===== src/sdd_pkg.sv =====
// ----------------------------------------------------------------------------
// sdd_pkg
// shared types and constants of the signed decimal display command block
// ----------------------------------------------------------------------------
package sdd_pkg;

    localparam int MAG_WIDTH  = 32;
    localparam int NUM_DIGITS = 10;
    localparam int BIT_CNT_W  = $clog2(MAG_WIDTH);
    localparam int DIGIT_IDX_W = $clog2(NUM_DIGITS);
    localparam int COUNT_W    = $clog2(NUM_DIGITS + 2);

    localparam logic [3:0] SCAN_LIMIT_ADDR = 4'hB;
    localparam logic [3:0] NOP_ADDR        = 4'h0;
    localparam logic [7:0] MINUS_CODE_RESET = 8'd10;

    typedef logic [3:0] bcd_digit_t;
    typedef bcd_digit_t [NUM_DIGITS-1:0] sdd_digits_t;

    // converter to command sequencer
    typedef struct packed {
        logic start;
        logic negative;
    } sdd_ctrl_t;

    // command sequencer back to converter
    typedef struct packed {
        logic idle;
    } sdd_status_t;

endpackage


===== src/signed_decimal_to_display_commands.sv =====
// ----------------------------------------------------------------------------
// signed_decimal_to_display_commands
// signed number to seven-segment display driver register writes
// ----------------------------------------------------------------------------
// Takes one signed 32-bit number per input word and produces the register
// writes (address, data) that show it on a code-B display driver. The
// magnitude is converted to decimal by a row of ten digit cells, one bit
// shifted in per cycle (shift-and-add-3). The command sequencer then issues,
// in order: the minus code at position count+1 for a negative number, the
// scan limit (address 11) if it differs from the last one written, and the
// digits 1..count, least significant first. A number needing more than
// DIGIT_POSITIONS positions gives a single overflow word instead. A number
// passes through acceptance, the conversion chain and a handover, then the
// writes go out one per cycle while the output is not stalled (an unchanged
// scan limit still passes through its state, with no write). A new number
// is accepted once the previous one's final write has been loaded into the
// output register, so conversion overlaps a pending final word. The minus
// code register is written through the cfg channel, which is always ready.
// ----------------------------------------------------------------------------
module signed_decimal_to_display_commands #(
    parameter int DIGIT_POSITIONS = 8
) (
    input  logic        clk,
    input  logic        rst_n,
    // configuration write channel
    input  logic        cfg_valid,
    output logic        cfg_ready,
    input  logic [7:0]  minus_code,
    // number input channel
    input  logic        number_valid,
    output logic        number_ready,
    input  logic signed [31:0] number_value,
    // register write output channel
    output logic        result_valid,
    input  logic        result_ready,
    output logic [3:0]  reg_address,
    output logic [7:0]  reg_data,
    output logic        last_write,
    output logic        overflow
);
    import sdd_pkg::*;

    typedef enum logic [1:0] {
        T_IDLE,
        T_CONV,
        T_HAND
    } conv_state_t;

    conv_state_t          state_reg;
    logic [BIT_CNT_W-1:0] bit_cnt_reg;
    logic [MAG_WIDTH-1:0] mag_reg;
    logic                 negative_reg;
    logic [7:0]           minus_code_reg;

    logic [MAG_WIDTH-1:0] raw;
    logic [MAG_WIDTH-1:0] mag_next;
    logic                 accept;
    logic                 shift_en;
    logic [NUM_DIGITS:0]  carry;
    sdd_digits_t          digits;
    sdd_ctrl_t            ctrl;
    sdd_status_t          status;

    // accept only when both the converter and the sequencer are free
    assign number_ready = (state_reg == T_IDLE) && status.idle;
    assign accept       = number_valid && number_ready;
    assign cfg_ready    = 1'b1;

    // magnitude as unsigned, most negative value gives 2^31
    assign raw      = MAG_WIDTH'(number_value);
    assign mag_next = raw[MAG_WIDTH-1] ? (~raw + MAG_WIDTH'(1)) : raw;
    assign shift_en = (state_reg == T_CONV);

    always_ff @(posedge clk or negedge rst_n)
    begin
        if (!rst_n)
        begin
            state_reg      <= T_IDLE;
            bit_cnt_reg    <= '0;
            minus_code_reg <= MINUS_CODE_RESET;
        end
        else
        begin
            if (cfg_valid && cfg_ready)
            begin
                minus_code_reg <= minus_code;
            end
            case (state_reg)
                T_IDLE:
                begin
                    if (accept)
                    begin
                        bit_cnt_reg <= '0;
                        state_reg   <= T_CONV;
                    end
                end
                T_CONV:
                begin
                    bit_cnt_reg <= bit_cnt_reg + BIT_CNT_W'(1);
                    if (bit_cnt_reg == BIT_CNT_W'(MAG_WIDTH - 1))
                    begin
                        state_reg <= T_HAND;
                    end
                end
                T_HAND:
                begin
                    state_reg <= T_IDLE;
                end
                default:
                begin
                    state_reg <= T_IDLE;
                end
            endcase
        end
    end

    // magnitude shifter feeding the digit chain, msb first
    always_ff @(posedge clk)
    begin
        if (accept)
        begin
            mag_reg      <= mag_next;
            negative_reg <= raw[MAG_WIDTH-1];
        end
        else if (shift_en)
        begin
            mag_reg <= {mag_reg[MAG_WIDTH-2:0], 1'b0};
        end
    end

    // chain of digit cells, least significant digit takes the new bit
    assign carry[0] = mag_reg[MAG_WIDTH-1];

    for (genvar g = 0; g < NUM_DIGITS; g++)
    begin : g_cell
        sdd_bcd_cell u_cell (
            .clk       (clk),
            .clear     (accept),
            .shift_en  (shift_en),
            .shift_in  (carry[g]),
            .shift_out (carry[g+1]),
            .digit     (digits[g])
        );
    end

    // digits are final in the handover cycle
    assign ctrl.start    = (state_reg == T_HAND);
    assign ctrl.negative = negative_reg;

    sdd_cmd_seq #(
        .DIGIT_POSITIONS (DIGIT_POSITIONS)
    ) u_seq (
        .clk          (clk),
        .rst_n        (rst_n),
        .ctrl         (ctrl),
        .digits       (digits),
        .minus_code   (minus_code_reg),
        .status       (status),
        .result_valid (result_valid),
        .result_ready (result_ready),
        .reg_address  (reg_address),
        .reg_data     (reg_data),
        .last_write   (last_write),
        .overflow     (overflow)
    );

    // overflow word is a lone no-op write that ends the number
    a_ovf_last : assert property (@(posedge clk) disable iff (!rst_n)
        result_valid && overflow |-> last_write && (reg_address == NOP_ADDR)
                                     && (reg_data == 8'd0))
        else $error("overflow word malformed");

    // scan limit data fits the three-bit register
    a_scan_data : assert property (@(posedge clk) disable iff (!rst_n)
        result_valid && (reg_address == SCAN_LIMIT_ADDR) |-> (reg_data[7:3] == 5'd0))
        else $error("scan limit data out of range");

    // digit and minus writes land on existing positions
    a_pos_range : assert property (@(posedge clk) disable iff (!rst_n)
        result_valid && !overflow && (reg_address != SCAN_LIMIT_ADDR)
            |-> (reg_address >= 4'd1) && (reg_address <= 4'(DIGIT_POSITIONS)))
        else $error("write to missing digit position");

    // one number at a time through the conversion chain
    a_busy : assert property (@(posedge clk) disable iff (!rst_n)
        number_valid && number_ready |=> !number_ready)
        else $error("input accepted during conversion");

endmodule


===== src/sdd_bcd_cell.sv =====
// ----------------------------------------------------------------------------
// sdd_bcd_cell
// one decimal digit of the shift-and-add-3 conversion chain
// ----------------------------------------------------------------------------
module sdd_bcd_cell (
    input  logic                clk,
    input  logic                clear,
    input  logic                shift_en,
    input  logic                shift_in,
    output logic                shift_out,
    output sdd_pkg::bcd_digit_t digit
);
    import sdd_pkg::*;

    bcd_digit_t digit_reg;
    bcd_digit_t digit_next;
    bcd_digit_t adjusted;

    // add 3 when the digit would pass 9 after doubling
    always_comb
    begin
        adjusted = (digit_reg >= 4'd5) ? (digit_reg + 4'd3) : digit_reg;
        if (clear)
        begin
            digit_next = '0;
        end
        else if (shift_en)
        begin
            digit_next = {adjusted[2:0], shift_in};
        end
        else
        begin
            digit_next = digit_reg;
        end
    end

    always_ff @(posedge clk)
    begin
        digit_reg <= digit_next;
    end

    assign shift_out = adjusted[3];
    assign digit     = digit_reg;

endmodule


===== src/sdd_cmd_seq.sv =====
// ----------------------------------------------------------------------------
// sdd_cmd_seq
// turns the converted digits into display driver register writes
// ----------------------------------------------------------------------------
module sdd_cmd_seq #(
    parameter int DIGIT_POSITIONS = 8
) (
    input  logic                clk,
    input  logic                rst_n,
    input  sdd_pkg::sdd_ctrl_t   ctrl,
    input  sdd_pkg::sdd_digits_t digits,
    input  logic [7:0]          minus_code,
    output sdd_pkg::sdd_status_t status,
    output logic                result_valid,
    input  logic                result_ready,
    output logic [3:0]          reg_address,
    output logic [7:0]          reg_data,
    output logic                last_write,
    output logic                overflow
);
    import sdd_pkg::*;

    typedef enum logic [2:0] {
        S_IDLE,
        S_OVF,
        S_MINUS,
        S_SCAN,
        S_DIGIT
    } seq_state_t;

    seq_state_t           state_reg;
    logic                 negative_reg;
    logic [COUNT_W-1:0]   count_reg;
    logic [DIGIT_IDX_W-1:0] idx_reg;
    logic [2:0]           shown_limit_reg;
    logic                 result_valid_reg;
    logic [3:0]           reg_address_reg;
    logic [7:0]           reg_data_reg;
    logic                 last_write_reg;
    logic                 overflow_reg;

    logic [COUNT_W-1:0]   count_next;
    logic [COUNT_W-1:0]   needed;
    logic [2:0]           limit;
    logic                 out_free;
    logic                 word_load;

    // number of significant digits, at least one
    always_comb
    begin
        count_next = COUNT_W'(1);
        for (int i = 0; i < NUM_DIGITS; i++)
        begin
            if (digits[i] != 4'd0)
            begin
                count_next = COUNT_W'(i + 1);
            end
        end
        needed = count_next + COUNT_W'(ctrl.negative);
    end

    assign limit    = negative_reg ? count_reg[2:0] : 3'(count_reg - COUNT_W'(1));
    assign out_free = !result_valid_reg || result_ready;

    // a new word goes into the output register this cycle
    assign word_load = out_free
                       && ((state_reg inside {S_OVF, S_MINUS, S_DIGIT})
                           || ((state_reg == S_SCAN) && (limit != shown_limit_reg)));

    always_ff @(posedge clk or negedge rst_n)
    begin
        if (!rst_n)
        begin
            state_reg        <= S_IDLE;
            shown_limit_reg  <= '0;
            result_valid_reg <= 1'b0;
            negative_reg     <= 1'b0;
            count_reg        <= '0;
            idx_reg          <= '0;
            reg_address_reg  <= '0;
            reg_data_reg     <= '0;
            last_write_reg   <= 1'b0;
            overflow_reg     <= 1'b0;
        end
        else
        begin
            if (result_valid_reg && result_ready && !word_load)
            begin
                result_valid_reg <= 1'b0;
            end
            case (state_reg)
                S_IDLE:
                begin
                    if (ctrl.start)
                    begin
                        negative_reg <= ctrl.negative;
                        count_reg    <= count_next;
                        idx_reg      <= '0;
                        if (needed > COUNT_W'(DIGIT_POSITIONS))
                        begin
                            state_reg <= S_OVF;
                        end
                        else if (ctrl.negative)
                        begin
                            state_reg <= S_MINUS;
                        end
                        else
                        begin
                            state_reg <= S_SCAN;
                        end
                    end
                end
                S_OVF:
                begin
                    if (out_free)
                    begin
                        result_valid_reg <= 1'b1;
                        reg_address_reg  <= NOP_ADDR;
                        reg_data_reg     <= '0;
                        last_write_reg   <= 1'b1;
                        overflow_reg     <= 1'b1;
                        state_reg        <= S_IDLE;
                    end
                end
                S_MINUS:
                begin
                    if (out_free)
                    begin
                        result_valid_reg <= 1'b1;
                        reg_address_reg  <= 4'(count_reg + COUNT_W'(1));
                        reg_data_reg     <= minus_code;
                        last_write_reg   <= 1'b0;
                        overflow_reg     <= 1'b0;
                        state_reg        <= S_SCAN;
                    end
                end
                S_SCAN:
                begin
                    if (limit == shown_limit_reg)
                    begin
                        state_reg <= S_DIGIT;
                    end
                    else if (out_free)
                    begin
                        result_valid_reg <= 1'b1;
                        reg_address_reg  <= SCAN_LIMIT_ADDR;
                        reg_data_reg     <= {5'd0, limit};
                        last_write_reg   <= 1'b0;
                        overflow_reg     <= 1'b0;
                        shown_limit_reg  <= limit;
                        state_reg        <= S_DIGIT;
                    end
                end
                S_DIGIT:
                begin
                    if (out_free)
                    begin
                        result_valid_reg <= 1'b1;
                        reg_address_reg  <= 4'(idx_reg) + 4'd1;
                        reg_data_reg     <= {4'd0, digits[idx_reg]};
                        overflow_reg     <= 1'b0;
                        idx_reg          <= idx_reg + DIGIT_IDX_W'(1);
                        if (COUNT_W'(idx_reg) + COUNT_W'(1) == count_reg)
                        begin
                            last_write_reg <= 1'b1;
                            state_reg      <= S_IDLE;
                        end
                        else
                        begin
                            last_write_reg <= 1'b0;
                        end
                    end
                end
                default:
                begin
                    state_reg <= S_IDLE;
                end
            endcase
        end
    end

    assign status.idle  = (state_reg == S_IDLE);
    assign result_valid = result_valid_reg;
    assign reg_address  = reg_address_reg;
    assign reg_data     = reg_data_reg;
    assign last_write   = last_write_reg;
    assign overflow     = overflow_reg;

endmodule


===== config.mk =====
export PLATFORM = sky130hd
export DESIGN_NAME = signed_decimal_to_display_commands
export DESIGN_NICKNAME = d
export VERILOG_FILES = /design/src/sdd_pkg.sv /design/src/signed_decimal_to_display_commands.sv /design/src/sdd_bcd_cell.sv /design/src/sdd_cmd_seq.sv
export SDC_FILE = /design/constraint.sdc
export NUM_CORES = 1
export LEC_CHECK = 0
export BUFFER_PORTS_ARGS = -buffer_cell sky130_fd_sc_hd__buf_2
export CAP_MARGIN = 15
export CORE_MARGIN = 2
export CORE_UTILIZATION = 25
export DETAILED_ROUTE_END_ITERATION = 10
export GPL_TIMING_DRIVEN = 1
export PLACE_DENSITY_LB_ADDON = 0.25
export SLEW_MARGIN = 20
export SYNTH_ARGS = -nofsm -noshare
export SYNTH_HDL_FRONTEND = slang
export SYNTH_SLANG_ARGS = --single-unit
export TNS_END_PERCENT = 100

===== constraint.sdc =====
create_clock -name clk -period 8.1 [get_ports clk]
set_clock_uncertainty 0.05 [all_clocks]
set_input_delay 1.215 -clock clk [delete_from_list [all_inputs] [get_ports clk]]
set_output_delay 1.215 -clock clk [all_outputs]
set_load 0.02 [all_outputs]

== After elaboration in Yosys (flattened, before gate mapping) ==
Cells that the tools add are included.
Operators by class
  magnitude comparators: 12
  add/sub/neg operators: 16
  multiplexer cells: 67
  reductions and logical operators: 38
  equal/unequal tests: 20
  bitwise gates (word level): 2
Operator list (number)
  32-bit 2-to-1 mux: 3
  4-bit 2-to-1 mux: 24
  4-bit by 3-bit greater-or-equal comparator with 1-bit output, second input constant: 10
  8-bit 2-to-1 mux: 5
  4-bit nonzero test: 10
  4-bit by 2-bit adder with 4-bit output, second input constant: 9
  32-bit by 1-bit adder with 32-bit output, second input constant: 1
  32-bit inverter: 1
  8-bit one-hot mux with 4 select lines: 1
  3-bit 2-to-1 mux: 10
  4-bit binary-select mux with 4-bit select: 1
  4-bit one-hot mux with 4 select lines: 1
  3-bit one-hot mux with 5 select lines: 1
  6-bit AND reduction: 2
  1-bit 2-to-1 mux: 11
  2-bit inequality test, second input constant: 5
  5-bit one-hot mux with 2 select lines: 1
  3-bit AND reduction: 3
  4-bit by 1-bit adder with 4-bit output, second input constant: 2
  2-bit by 1-bit inequality test with 1-bit output, second input constant: 4
  4-bit one-hot mux with 2 select lines: 1
  3-bit by 2-bit == test with 1-bit output, second input constant: 2
  1-bit logical AND: 6
  2-bit 2-to-1 mux: 3
  other kinds (31): 38
Word-level totals
  flip-flop bits (word level): 118
  logic and storage cells: 180
  bits of input ports: 45
  output and inout bits: 17

== Logic depth before layout (Yosys ltp) ==
Gate-level depths: netlist (run 1).
  word-level depth: 15
  gate-level depth with buffers: 14
  mapped depth without buffers: 14

== Cells and area by module ==
Synthesis (run 1) repeated with hierarchy kept, for this count alone.
Second synthesis, totals
  cell total of the unflattened synthesis: 813
  area total of the unflattened synthesis: 7561.0 um2
Modules (own cells, without submodules)
  signed_decimal_to_display_commands: area each 2706.3 um2, times used 1, cells an instance 265
  sdd_bcd_cell: area each 260.2 um2, times used 10, cells an instance 31
  sdd_cmd_seq: area each 2252.2 um2, times used 1, cells an instance 238

== Least setup slack after synthesis (run 1) ==
OpenSTA, ideal clock, no wires.
  path kind: input port to flip-flop
  start: input number_value[0]
  end: register mag_reg[26], data pin
  path buffers: 1
  library setup time: 266 ps
  stages on the path: 8
  arrival: 2966 ps
  setup slack: 4818 ps
  cells stage by stage: inv_1 -> ha_1 -> or3b_1 -> or3_1 -> clkbuf_1 -> o41ai_1 -> xor2_1 -> o21ai_1
On the way
  longest elaborated chain between the ends: 4
Ends and longest elaborated chain
  start: declaration: RTL line signed_decimal_to_display_commands.sv:32  | input logic signed [31:0] number_value,
  32-bit inverter: RTL line signed_decimal_to_display_commands.sv:71  | assign mag_next = raw[MAG_WIDTH-1] ? (~raw + MAG_WIDTH'(1)) : raw;
  32-bit by 1-bit adder with 32-bit output: RTL line signed_decimal_to_display_commands.sv:71
  32-bit 2-to-1 mux: RTL line signed_decimal_to_display_commands.sv:71
  32-bit 2-to-1 mux: RTL line signed_decimal_to_display_commands.sv:120  | if (accept)
  end signal: assignment: RTL line signed_decimal_to_display_commands.sv:122  | mag_reg <= mag_next;
  end signal: assignment: RTL line signed_decimal_to_display_commands.sv:127  | mag_reg <= {mag_reg[MAG_WIDTH-2:0], 1'b0};
  end: declaration: RTL line signed_decimal_to_display_commands.sv:51  | logic [MAG_WIDTH-1:0] mag_reg;
Every way passes these cells.
A chain may end at the register's enable or synchronous reset.

== Final worst setup path (run 1) ==
  start: register g_cell[3].u_cell.digit_reg[0]
  end: register u_seq.state_reg[0]
On the way
  longest elaborated chain between the ends: 13
Ends and longest elaborated chain
  start: declaration: RTL line sdd_bcd_cell.sv:15  | bcd_digit_t digit_reg;
  start signal: assignment: RTL line sdd_bcd_cell.sv:39  | digit_reg <= digit_next;
  4-bit nonzero test: RTL line sdd_cmd_seq.sv:54  | if (digits[i] != 4'd0)
  4-bit 2-to-1 mux (7 in a row): RTL line sdd_cmd_seq.sv:54
  via u_seq.count_next[0]: RTL line sdd_cmd_seq.sv:42  | logic [COUNT_W-1:0] count_next;
  4-bit by 1-bit adder with 4-bit output: RTL line sdd_cmd_seq.sv:59  | needed = count_next + COUNT_W'(ctrl.negative);
  4-bit greater-than comparator: RTL line sdd_cmd_seq.sv:99  | if (needed > COUNT_W'(DIGIT_POSITIONS))
  3-bit 2-to-1 mux: RTL line sdd_cmd_seq.sv:99
  3-bit 2-to-1 mux: RTL line sdd_cmd_seq.sv:94  | if (ctrl.start)
  3-bit one-hot mux with 5 select lines: RTL line sdd_cmd_seq.sv:91  | case (state_reg)
  end signal: assignment: RTL line sdd_cmd_seq.sv:101  | state_reg <= S_OVF;
  end signal: assignment: RTL line sdd_cmd_seq.sv:105  | state_reg <= S_MINUS;
  end signal: assignment: RTL line sdd_cmd_seq.sv:109  | state_reg <= S_SCAN;
  end: declaration: RTL line sdd_cmd_seq.sv:31  | seq_state_t state_reg;
The timed path passes the listed nets, and every way through them passes these cells. The select of a mux whose other input is x is not followed.

==> key figures, run 1 <==
Placement
  • HPWL after DPL: 11210 um
  • RD Place Congestion: 0.7859
  • Port Buffers: 60
  • Post-DP Area: 7574 um2

STA
  • Slew Viols, Final: 0
  • Setup tns final: 0 ns
  • Final period util: 44.44%
  • Final Hold Fails: 0
  • Worst slew pin tran: 1.049 ns
  • Final setup fails: 0
  • Final min period: 3.600 ns
  • Minimum hold slack: 0.4427 ns
  • RSZ-0062 raised after global routing: false
  • Slew HR: 29.78%
  • Fmax: 0.2778 GHz

Cells and area
  • Ant diodes: 0
  • Fin area: 8165 um2
  • Area Overhead vs Synth: 17.84%
  • Fin nets: 856
  • Fraction of layout cells with a size suffix above 1: 18.09%
  • # fillers: 2863
  • Max FFs per register: 40

Pwr
  • Combinational power share: 38.3%
  • P_sw: 1149 uW
  • Worst vdd ir: 0.1192 mV
  • Pleak: 0.003301 uW
  • Flop pwr share: 36.8%
  • Pwr/cell area: 370.3 nW/um2
  • Sw frac: 38.00%
  • Clock share of power: 24.9%
  • Power Internal: 1875 uW
  • Design Power: 3024 uW

Global routing
  • Total track usage: 11.65%
  • Vias in the first global route: 5248
  • Antenna violations before repair: 0
  • Grt ovf: 0
  • First-pass GRT wire length: 27050 um
  • Largest net degree at the start of global routing: 100

Setup path
  • Crit path to: u_seq.state_reg[0]$_DFFE_PN0P_
  • Crit Path Max Fanout: 5
  • Crit path top cell by count: ha_1
  • Worst-path cell with the longest stage delay: a2111oi_0
  • Setup crit start kind: register
  • CP required: 8.35 ns
  • Critical Path Start: g_cell[3].u_cell.digit[0]$_SDFFE_PP0P_
  • Crit path kind: register to register
  • R2R Path End: u_seq.state_reg[0]$_DFFE_PN0P_
  • Cells on worst reg2reg path: 14
  • CP Capture Type: register
  • Reg-to-Reg Start: g_cell[3].u_cell.digit[0]$_SDFFE_PP0P_
  • Internal reg-to-reg setup slack: 4.50 ns
  • Crit path largest cell delay: 0.53 ns
  • Worst-path cell chain: inv_1 > ha_1 > nor3b_1 > o41ai_1 > a2111oi_0 > o21ai_0 > a21oi_1 > ha_1 > ha_1 > nor3_1 > a31oi_1 > a41oi_1 > a31oi_1 > mux2_2
  • CP arrival: 3.85 ns

Detailed routing
  • Post-DRT Antenna Nets: 0
  • Routed len/inst: 13.68 um
  • DRC violations left: 0
  • Via density: 4.592
  • Via count: 5363
  • Final wirelength: 15980 um
  • Pre-antenna DRT Iters: 4
  • 1st-iter DRT viols: 272

Clocking
  • Max Root-Sink Buffers: 2
  • Cts repair resizes: 0
  • Setup bufs post-CTS: 0
  • CTS H-Tree Depth: 4
  • Clk slew on worst S/H paths: 0.06 ns
  • Clk_lat worst skew: 0.41 ns
  • Clock Tree Root: clkbuf_16
  • Total CTS buffers: 17
  • Clock sinks: 118
  • CTS tree: yes
  • Post-CTS Hold Fix Bufs: 0

Logic synthesis
  • Commonest cells in the netlist: o21ai_0 (98), nand2_1 (72), nand3_1 (53), a21oi_1 (43), dfrtp_1 (43)
  • Fraction of registers with async set/reset: 38.14%
  • Mapped Cells: 741
  • Sequential area share after synthesis: 42.15%
  • Post-synth top flop: dfrtp_1
  • Mapped cell area: 6929 um2
  • Syn_area_per_cell: 9.351 um2
  • Syn Nets: 814
  • EDFF count, synth: 33
  • Synth Warn #: 0
  • Netlist cell types: 49
  • Top cell type by total area after synthesis: dfrtp_1
  • Post-synth top area share: 15.53%
  • Top cells by area, synth: dfrtp_1 (16%), edfxtp_1 (14%), dfxtp_1 (12%), o21ai_0 (7.1%), ha_1 (5.1%)
  • Synthesis-stage register bit count: 118
  • Most frequent cell after synthesis: o21ai_0

Outcome
  • Status: complete, no violations

Floorplanning
  • Initial core utilization: 25.57%
  • IO Pins: 62
  • Die area: 29060 um2
  • Site Rows: 60
  • Die width: 170.5 um
  • Core area: 27100 um2
  • Die height: 170.5 um

Worst hold path
  • Worst Hold Class: register to register

Run
  • Max-cap viol count: 0
layer usage:
metal  up-vias  track usage (%)  part of all wire [%]
met2        93            18.93                    45
met4         0            2.676                  0.70
met3        11            2.535                   3.3
met5         -                0                     0
li1       2744                -                     -
met1      2515            15.81                    51
critical path: cells and delay by family, from the launching register on:
family | cells | cell delay (ns)
buffers and inverters | 1 | 0.11
DFF | 1 | 0.35
and+or+nand+nor | 2 | 0.58
muxes | 1 | 0.26
AOI/OAI and AO/OA | 7 | 1.50
adders and majority gates | 3 | 0.64
through the flow:
stage | worst slack, ns | utilization [%] | instances
4_1_cts | 4.463 | 30.13 | 1168
3_5_place_dp | 4.503 | 27.95 | 1136
3_3_place_gp | 4.548 | 27.95 | 1136
6_report | 4.500 | 30.13 | 1168
5_1_grt | 4.087 | 30.13 | 1168
2_1_floorplan | 4.818 | - | 741
worst min-delay path by stage:
| stage | startpoint | end | slack [ns] | cells past startpoint |
|---|---|---|---|---|
| 3_3_place_gp | mag_reg[31]$_DFFE_PP_ | g_cell[0].u_cell.digit[0]$_SDFFE_PP0P_ | 0.42 | 2 |
| 2_1_floorplan | mag_reg[31]$_DFFE_PP_ | g_cell[0].u_cell.digit[0]$_SDFFE_PP0P_ | 0.37 | 2 |
| 5_1_grt | u_seq.reg_address[2]$_DFFE_PN0P_ | u_seq.reg_address[2]$_DFFE_PN0P_ | 0.46 | 1 |
| 3_5_place_dp | mag_reg[31]$_DFFE_PP_ | g_cell[0].u_cell.digit[0]$_SDFFE_PP0P_ | 0.44 | 2 |
| 6_report | mag_reg[31]$_DFFE_PP_ | g_cell[0].u_cell.digit[0]$_SDFFE_PP0P_ | 0.44 | 2 |
| 4_1_cts | mag_reg[31]$_DFFE_PP_ | g_cell[0].u_cell.digit[0]$_SDFFE_PP0P_ | 0.45 | 2 |
logic make-up after synthesis:
group / count (synthesis) / synth area share (%)
flops: 118 / 42.15
xor+xnor: 55 / 7.349
other cells: 1 / 0.05412
mux: 50 / 9.101
buf+inv: 78 / 4.496
simple gates: 222 / 16.14
fa+ha+maj: 28 / 5.056
compound gates: 189 / 15.66
power by group through the flow:
stage	registers (uW)	clock network, uW	logic [uW]
CTS	1120	767	1180
finish	1110	752	1160
floorplan	1060	0	915
detailed placement	1120	0	1180
global placement	1120	0	1160
global route	1150	795	1350
area by class of cell:
class | instances | area, um2 | area share [%]
clock buffers | 25 | 526.8 | 6.451
clock inverters | 7 | 65.06 | 0.7968
inverters | 36 | 135.1 | 1.655
multi-input cells | 545 | 3715 | 45.49
flip-flops and latches | 118 | 2920 | 35.76
well taps | 372 | 465.4 | 5.700
repair buffers | 65 | 337.8 | 4.137
cell usage in the layout, fill, tap and decap left out, types with 3 or more instances in the layout:
cell type / netlist / layout
or4_4: 3 / 3
and3_1: 4 / 4
buf_4: 1 / 5
xor2_1: 33 / 33
nand3_1: 53 / 52
a31oi_1: 6 / 6
o41ai_1: 10 / 10
or4_1: 3 / 3
ha_1: 28 / 28
clkbuf_8: 0 / 5
mux4_2: 8 / 8
o31ai_1: 13 / 13
clkinv_2: 0 / 4
and2_1: 4 / 4
nand2_1: 72 / 71
dfxtp_1: 40 / 40
nor3_1: 3 / 3
or3_1: 13 / 13
clkbuf_16: 0 / 18
or2_2: 6 / 6
o21ai_1: 6 / 6
o21ai_0: 98 / 98
nand2b_1: 12 / 12
a21oi_1: 43 / 43
nor2_1: 26 / 26
dfrtp_1: 43 / 43
buf_2: 6 / 60
xnor2_1: 20 / 20
edfxtp_1: 33 / 33
mux2_2: 24 / 24
o221ai_1: 3 / 3
nor3b_1: 17 / 17
mux2i_1: 18 / 18
inv_1: 36 / 36
Power figures use the tool's default switching activity.
==> inputs of run 2 (changes only) <==
Settings changed: ABC_AREA set to 1.
Clock period 8.1 ns to 2.95 ns, I/O delays scaled along.
==> run 2 against run 1 <==
Compared with the run above:
- the run now ends with negative hold slack left
- count of clock-buffer cells in the layout fell by 5
- clock power rose to 2.7 times the previous value
- flip-flop and latch count did not move
- synthesized cell count rose by 29%
- design area rose by 2.8%
- sequential share of layout area fell by 0.97 points
- synthesized area rose by 2.4%
- die area rose by 2.3%
- power rose to 2.9 times the previous value
- critical endpoint unchanged
- largest power group unchanged
==> key figures, run 2 <==
Cells and area
  • Ant diodes: 0 (unchanged)
  • Most frequent cells in the layout: nand2_1 (210), o21ai_0 (145), inv_1 (117), nor2_1 (83), nand3_1 (62)
  • Most common cell after layout, fill and taps aside: nand2_1
  • Max FFs per register: 40 (unchanged)
  • Fin area: 8393 um2 (+2.8%)
  • Area Overhead vs Synth: 18.31%
  • Fraction of layout cells with a size suffix above 1: 12.24% (-5.8 points)
  • Fin nets: 1089 (+27%)

Logic synthesis
  • Top cell type by total area after synthesis: dfrtp_1
  • Sequential area share after synthesis: 41.16% (-0.98 points)
  • Post-synth top flop: dfrtp_1
  • Netlist cell types: 39 (-20%)
  • Commonest cells in the netlist: nand2_1 (211), o21ai_0 (145), inv_1 (117), nor2_1 (83), nand3_1 (62)
  • Syn_area_per_cell: 7.413 um2 (-21%)
  • Fraction of registers with async set/reset: 38.14% (unchanged)
  • Most frequent cell after synthesis: nand2_1
  • Synthesis-stage register bit count: 118 (unchanged)
  • EDFF count, synth: 33 (unchanged)
  • Mapped cell area: 7094 um2 (+2.4%)
  • Synth Warn #: 0 (unchanged)
  • Post-synth top area share: 15.17% (-0.36 points)
  • Top cells by area, synth: dfrtp_1 (15%), edfxtp_1 (14%), dfxtp_1 (11%), nand2_1 (11%), o21ai_0 (10%)
  • Syn Nets: 1030 (+27%)
  • Mapped Cells: 957 (+29%)

Floorplanning
  • Die area: 29740 um2 (+2.3%)
  • Site Rows: 61 (+1.7%)
  • Core area: 27860 um2 (+2.8%)
  • Die height: 172.5 um (+1.2%)
  • Initial core utilization: 25.47% (-0.10 points)
  • Die width: 172.5 um (+1.2%)
  • IO Pins: 62 (unchanged)

Detailed routing
  • Final wirelength: 17870 um (+12%)
  • DRC violations left: 0 (unchanged)
  • Pre-antenna DRT Iters: 7 (+3)
  • Via density: 4.443 (-3.2%)
  • Via count: 6251 (+17%)
  • 1st-iter DRT viols: 306 (+13%)
  • Post-DRT Antenna Nets: 0 (unchanged)
  • Routed len/inst: 12.70 um (-7.2%)

Setup path
  • Crit path kind: register to register
  • Setup crit start kind: register
  • CP required: 3.20 ns (-5.15 ns)
  • CP arrival: 2.78 ns (-1.07 ns)
  • CP Capture Type: register
  • Cells on worst reg2reg path: 18 (+4)
  • Crit Path Max Fanout: 5 (unchanged)

STA
  • Minimum hold slack: -0.01741 ns (-0.4602 ns)
  • Worst slew pin tran: 0.6712 ns (-0.3774 ns)
  • Final period util: 85.59% (+41 points)
  • Slew HR: 55.20% (+25 points)
  • RSZ-0062 raised after global routing: false
  • Final Hold Fails: 26 (+26)
  • Fmax: 0.3960 GHz (+43%)
  • Final setup fails: 0 (unchanged)
  • Slew Viols, Final: 0 (unchanged)
  • Final min period: 2.525 ns (-1.075 ns)
  • Setup tns final: 0 ns (unchanged)

Clocking
  • Setup bufs post-CTS: 0 (unchanged)
  • Max Root-Sink Buffers: 2 (unchanged)
  • Clk_lat worst skew: 0.42 ns (about the same)
  • CTS H-Tree Depth: 4 (unchanged)
  • Clock Tree Root: clkbuf_16
  • Post-CTS Hold Fix Bufs: 0 (unchanged)
  • Cts repair resizes: 0 (unchanged)
  • Clk slew on worst S/H paths: 0.06 ns (about the same)
  • Total CTS buffers: 17 (unchanged)
  • CTS tree: yes
  • Clock sinks: 118 (unchanged)

Run
  • Max-cap viol count: 0 (unchanged)

Worst hold path
  • Worst Hold Class: input pin to async pin

Pwr
  • Pleak: 0.003836 uW (+16%)
  • Worst vdd ir: 0.4401 mV (+270%)
  • Pwr/cell area: 1052 nW/um2 (+180%)

Global routing
  • First-pass GRT wire length: 29190 um (+7.9%)
  • Largest net degree at the start of global routing: 52 (-48%)
  • Antenna violations before repair: 0 (unchanged)
  • Grt ovf: 0 (unchanged)
  • Total track usage: 12.52% (+0.87 points)
  • Vias in the first global route: 5845 (+11%)

Placement
  • Port Buffers: 60 (unchanged)
  • RD Place Congestion: 0.8239 (+4.8%)
  • Post-DP Area: 7815 um2 (+3.2%)
  • HPWL after DPL: 13260 um (+18%)

Outcome
  • Status: finished, violations left
  • Failing checks: negative hold slack
run 2: cell types whose count changed after synthesis, moves of 10 or more:
cell	previous run	this run
o41ai_1	10	0
nand2b_1	12	0
o21ai_0	98	145
o31ai_1	13	26
nand2_1	72	211
xnor2_1	20	8
mux2_2	24	4
inv_1	36	117
clkbuf_1	31	15
xor2_1	33	19
mux2i_1	18	0
nor2_1	26	83
or3_1	13	0
nor3b_1	17	0
run 2: cells by family (layout without fill, tap and decap cells):
logic type               after synthesis  after routing  share of synthesized area [%]
multiplexers                           4              4                         0.6349
other                                  1              1                        0.05286
XOR/XNOR                              27             27                          3.333
AND/OR/NAND/NOR                      385            385                          22.89
buffers and inverters                154            226                          8.836
AO/OA/AOI/OAI                        240            240                          18.15
adder cells (fa/ha/maj)               28             28                          4.938
flip-flops                           118            118                          41.16
run 2: power by group:
group	internal (uW)	switching (uW)	total [uW]
sequential	2510	503	3020
clock	1260	779	2040
combinational	1320	2450	3770
total	5100	3730	8830
run 2: path summary, 6_finish.rpt:
kind | from | end | slack (ns)
setup / recovery | g_cell[1].u_cell.digit[0]$_SDFFE_PP0P_ | u_seq.state_reg[0]$_DFFE_PN0P_ | 0.43
hold / removal | rst_n | u_seq.count_reg[0]$_DFFE_PN0P_ | -0.02
setup reg to reg | g_cell[1].u_cell.digit[0]$_SDFFE_PP0P_ | u_seq.state_reg[0]$_DFFE_PN0P_ | 0.43
hold reg to reg | mag_reg[31]$_DFFE_PP_ | g_cell[0].u_cell.digit[0]$_SDFFE_PP0P_ | 0.42
max in group asynchronous | rst_n | state_reg[1]$_DFFE_PN0P_ | 2.45
min in group clk | minus_code[5] | minus_code_reg[5]$_DFFE_PN0P_ | 0.18
run 2: final cells by class:
cell class / count / area, um2
fill: 3020 / 19460
multi-input combinational: 685 / 3550
sequential: 118 / 2920
tap: 378 / 473.0
inverter: 123 / 464.2
clock buffer: 20 / 446.7
timing repair buffer: 71 / 410.4
clock inverter: 12 / 128.9
run 2: metal layers:
layer	track usage [%]	vias to the layer above	share of wire, %
li1	-	3288	-
met4	4.275	0	1.6
met5	0	-	0
met2	19.18	121	44
met1	17.50	2821	51
met3	2.518	21	4.0
run 2: worst max-delay path: stages, from the launching register on:
cell and delay, ns:
dfxtp_1 0.34, inv_1 0.10, ha_1 0.17, inv_1 0.06
nor3_1 0.25, nor2_1 0.07, o21bai_1 0.13, nand2_1 0.06
nand2_1 0.05, nand2_1 0.05, a21oi_1 0.21, ha_1 0.21
ha_1 0.23, nor2_1 0.09, nand3_1 0.08, nand2_1 0.08
nand2_1 0.05, nand3_1 0.07, nand2_1 0.05
run 2: stage by stage:
step	std cells	util, %	total power [uW]	worst slack (ns)	hold slack (ns)
after floorplan	957	-	5773	0.7723	0.09691
after global placement	1375	28.05	6831	0.5098	0.4133
after detailed placement	1375	28.05	6835	0.4473	0.4123
after CTS	1407	30.12	8926	0.4268	0.1620
after global routing	1407	30.13	9714	0.1251	0.01817
final	1407	30.13	8831	0.4251	-0.01741
==> inputs of run 3 (changes only) <==
Settings changed: CTS_CLUSTER_DIAMETER set to 50, PLACE_DENSITY set to 0.48, PLACE_DENSITY_LB_ADDON 0.25 to not set.
Clock period 2.95 ns to 2.25 ns, I/O delays scaled along.
==> run 3 against run 2 <==
Compared with the run above:
- the flow now finishes without violations
- die area is the same
- utilization grew 1.4 points
- largest power group unchanged
- critical path type unchanged
- register-to-register slack lost 0.41 ns
==> key figures, run 3 (synthesized netlist as in run 2, its figures left out) <==
Setup path
  • Setup crit start kind: register
  • Delay-heaviest family, CP: simple AND/OR/NAND/NOR gates
  • Worst-path cell chain: inv_2 > ha_4 > inv_2 > nor3_4 > nor2_1 > o21bai_1 > nand2_1 > nand2_1 > nand2_1 > a21oi_2 > ha_2 > ha_4 > nor2_2 > nand3_1 > nand2_1 > nand2_1 > nand3_1 > nand2_1
  • Crit path top cell by count: nand2_1
  • CP bufs+invs: 2 (unchanged)
  • CP required: 2.50 ns (-0.70 ns)
  • Crit path largest cell delay: 0.32 ns (-0.02 ns)
  • Crit path kind: register to register
  • CP Capture Type: register
  • Crit Path Max Fanout: 2 (-3)
  • Worst-path cell with the longest stage delay: dfxtp_2
  • CP arrival: 2.48 ns (-0.30 ns)

Floorplanning
  • Core area: 27860 um2 (unchanged)
  • Die height: 172.5 um (unchanged)
  • IO Pins: 62 (unchanged)
  • Initial core utilization: 25.47% (unchanged)
  • Die area: 29740 um2 (unchanged)
  • Site Rows: 61 (unchanged)
  • Die width: 172.5 um (unchanged)

Placement
  • HPWL after DPL: 13310 um (+0.37%)
  • RD Place Congestion: 0.8471 (+2.8%)
  • Port Buffers: 60 (unchanged)

STA
  • Final setup fails: 0 (unchanged)
  • Slew HR: 58.50% (+3.3 points)
  • Final Hold Fails: 0 (-100%)
  • Slew Viols, Final: 0 (unchanged)
  • Fmax: 0.4478 GHz (+13%)
  • Final period util: 99.25% (+14 points)
  • RSZ-0062 raised after global routing: true
  • Worst slew pin tran: 0.6218 ns (-0.04948 ns)
  • Minimum hold slack: 0.06424 ns (+0.08165 ns)
  • Final min period: 2.233 ns (-0.2919 ns)

Detailed routing
  • Post-DRT Antenna Nets: 0 (unchanged)
  • DRC violations left: 0 (unchanged)
  • Routed len/inst: 12.40 um (-2.4%)
  • Via count: 6405 (+2.5%)
  • Final wirelength: 17980 um (+0.62%)
  • 1st-iter DRT viols: 243 (-21%)
  • Via density: 4.417 (-0.57%)
  • Pre-antenna DRT Iters: 4 (-3)

Clocking
  • Clk slew on worst S/H paths: 0.06 ns (about the same)
  • Max Root-Sink Buffers: 2 (unchanged)
  • CTS tree: yes
  • Clock Tree Root: clkbuf_16
  • CTS H-Tree Depth: 4 (unchanged)
  • Clock sinks: 118 (unchanged)
  • Clk_lat worst skew: 0.42 ns (about the same)
  • Total CTS buffers: 17 (unchanged)

Pwr
  • Worst vdd ir: 0.5699 mV (+29%)
  • Design Power: 12040 uW (+36%)
  • Pleak: 0.004037 uW (+5.2%)
  • Pwr/cell area: 1373 nW/um2 (+30%)

Global routing
  • Antenna violations before repair: 0 (unchanged)
  • Largest net degree at the start of global routing: 57 (+9.6%)
  • Grt ovf: 0 (unchanged)
  • First-pass GRT wire length: 29900 um (+2.4%)
  • Vias in the first global route: 6030 (+3.2%)
  • Total track usage: 12.75% (+0.23 points)

Cells and area
  • Most common cell after layout, fill and taps aside: nand2_1
  • Most frequent cells in the layout: nand2_1 (210), o21ai_0 (145), inv_1 (114), nor2_1 (82)
  • Fin nets: 1132 (+3.9%)
  • Max FFs per register: 40 (unchanged)
  • Fraction of layout cells with a size suffix above 1: 17.07% (+4.8 points)
  • Multi-input gate area: 3620 um2 (+2.0%)
  • Area Overhead vs Synth: 23.65%
  • Storage cell area: 2923 um2 (about the same)
  • Ant diodes: 0 (unchanged)
  • # fillers: 3058 (+1.3%)

Outcome
  • Status: complete, no violations

Worst hold path
  • Worst Hold Class: input pin to register

Run
  • Max-cap viol count: 0 (unchanged)
-- run 3: cell count changes in the layout (fill, tap and decap cells not counted), sizes merged --
cell         delta
buf            +42
clkbuf          +1
bufinv          -1
dlygate4sd3     +1
-- run 3: area by class of cell --
type                    count  share of cell area, %
multi-input cells         685                  41.26
inverters                 123                  5.292
flip-flops and latches    118                  33.32
well taps                 378                  5.392
repair buffers            114                  8.216
clock inverters            11                  1.141
clock buffers              21                  5.377
-- run 3: power breakdown --
part	switching, uW	total, uW	leakage (uW)	internal, uW
sequential	561	3860	0.00124	3300
combinational	3430	5540	0.00252	2120
clock	1030	2640	0.000274	1610
-- run 3: path summary, 6_finish.rpt --
check,startpoint,end,slack [ns],depth (start not counted)
worst min register to register,mag_reg[31]$_DFFE_PP_,g_cell[0].u_cell.digit[0]$_SDFFE_PP0P_,0.40,2
worst min-delay path,minus_code[4],minus_code_reg[4]$_DFFE_PN0P_,0.06,3
worst max register to register,g_cell[1].u_cell.digit[0]$_SDFFE_PP0P_,u_seq.state_reg[0]$_DFFE_PN0P_,0.02,18
min in group asynchronous,rst_n,u_seq.result_valid$_DFF_PN0_,0.37,2
max in group asynchronous,rst_n,state_reg[0]$_DFFE_PN0P_,1.18,3
worst max-delay path,g_cell[1].u_cell.digit[0]$_SDFFE_PP0P_,u_seq.state_reg[0]$_DFFE_PN0P_,0.02,18
-- run 3: routing by layer --
metal	up-vias	wire, um	track usage (%)
li1	3368	-	-
met2	103	8105	20.24
met4	0	209	4.129
met5	-	0	0
met1	2915	8980	17.31
met3	19	683	2.564
-- run 3: repair_timing --
item	in CTS	in global routing
hold buffers	1	0
hold endpoints to repair	20	0
resized for setup	13	5
buffers inserted	4	1
endpoints found under the setup margin	2	2
pin swaps	0	1
-- run 3: metrics by stage --
| step | instance area [um2] | instances | setup WS [ns] | utilization (%) | TNS (ns) |
|---|---|---|---|---|---|
| finish | 8772 | 1450 | 0.01694 | 31.49 | 0 |
| global route | 8772 | 1450 | -0.1425 | 31.49 | -0.2760 |
| CTS | 8735 | 1449 | 0.005406 | 31.35 | 0 |
| detailed placement | 8080 | 1412 | -0.1499 | 29.01 | -0.2677 |
| global placement | 8080 | 1412 | -0.1160 | 29.01 | -0.2131 |
| floorplan | 7094 | 957 | 0.07229 | - | 0 |
-- run 3: worst reg2reg max path, cell delays in order, from the launching register on --
cell and delay (ns):
dfxtp_2 0.32, inv_2 0.07, ha_4 0.13, inv_2 0.04, nor3_4 0.12, nor2_1 0.06, o21bai_1 0.15, nand2_1 0.08
nand2_1 0.06, nand2_1 0.06, a21oi_2 0.15, ha_2 0.23, ha_4 0.20, nor2_2 0.07, nand3_1 0.08, nand2_1 0.08
nand2_1 0.05, nand3_1 0.07, nand2_1 0.05
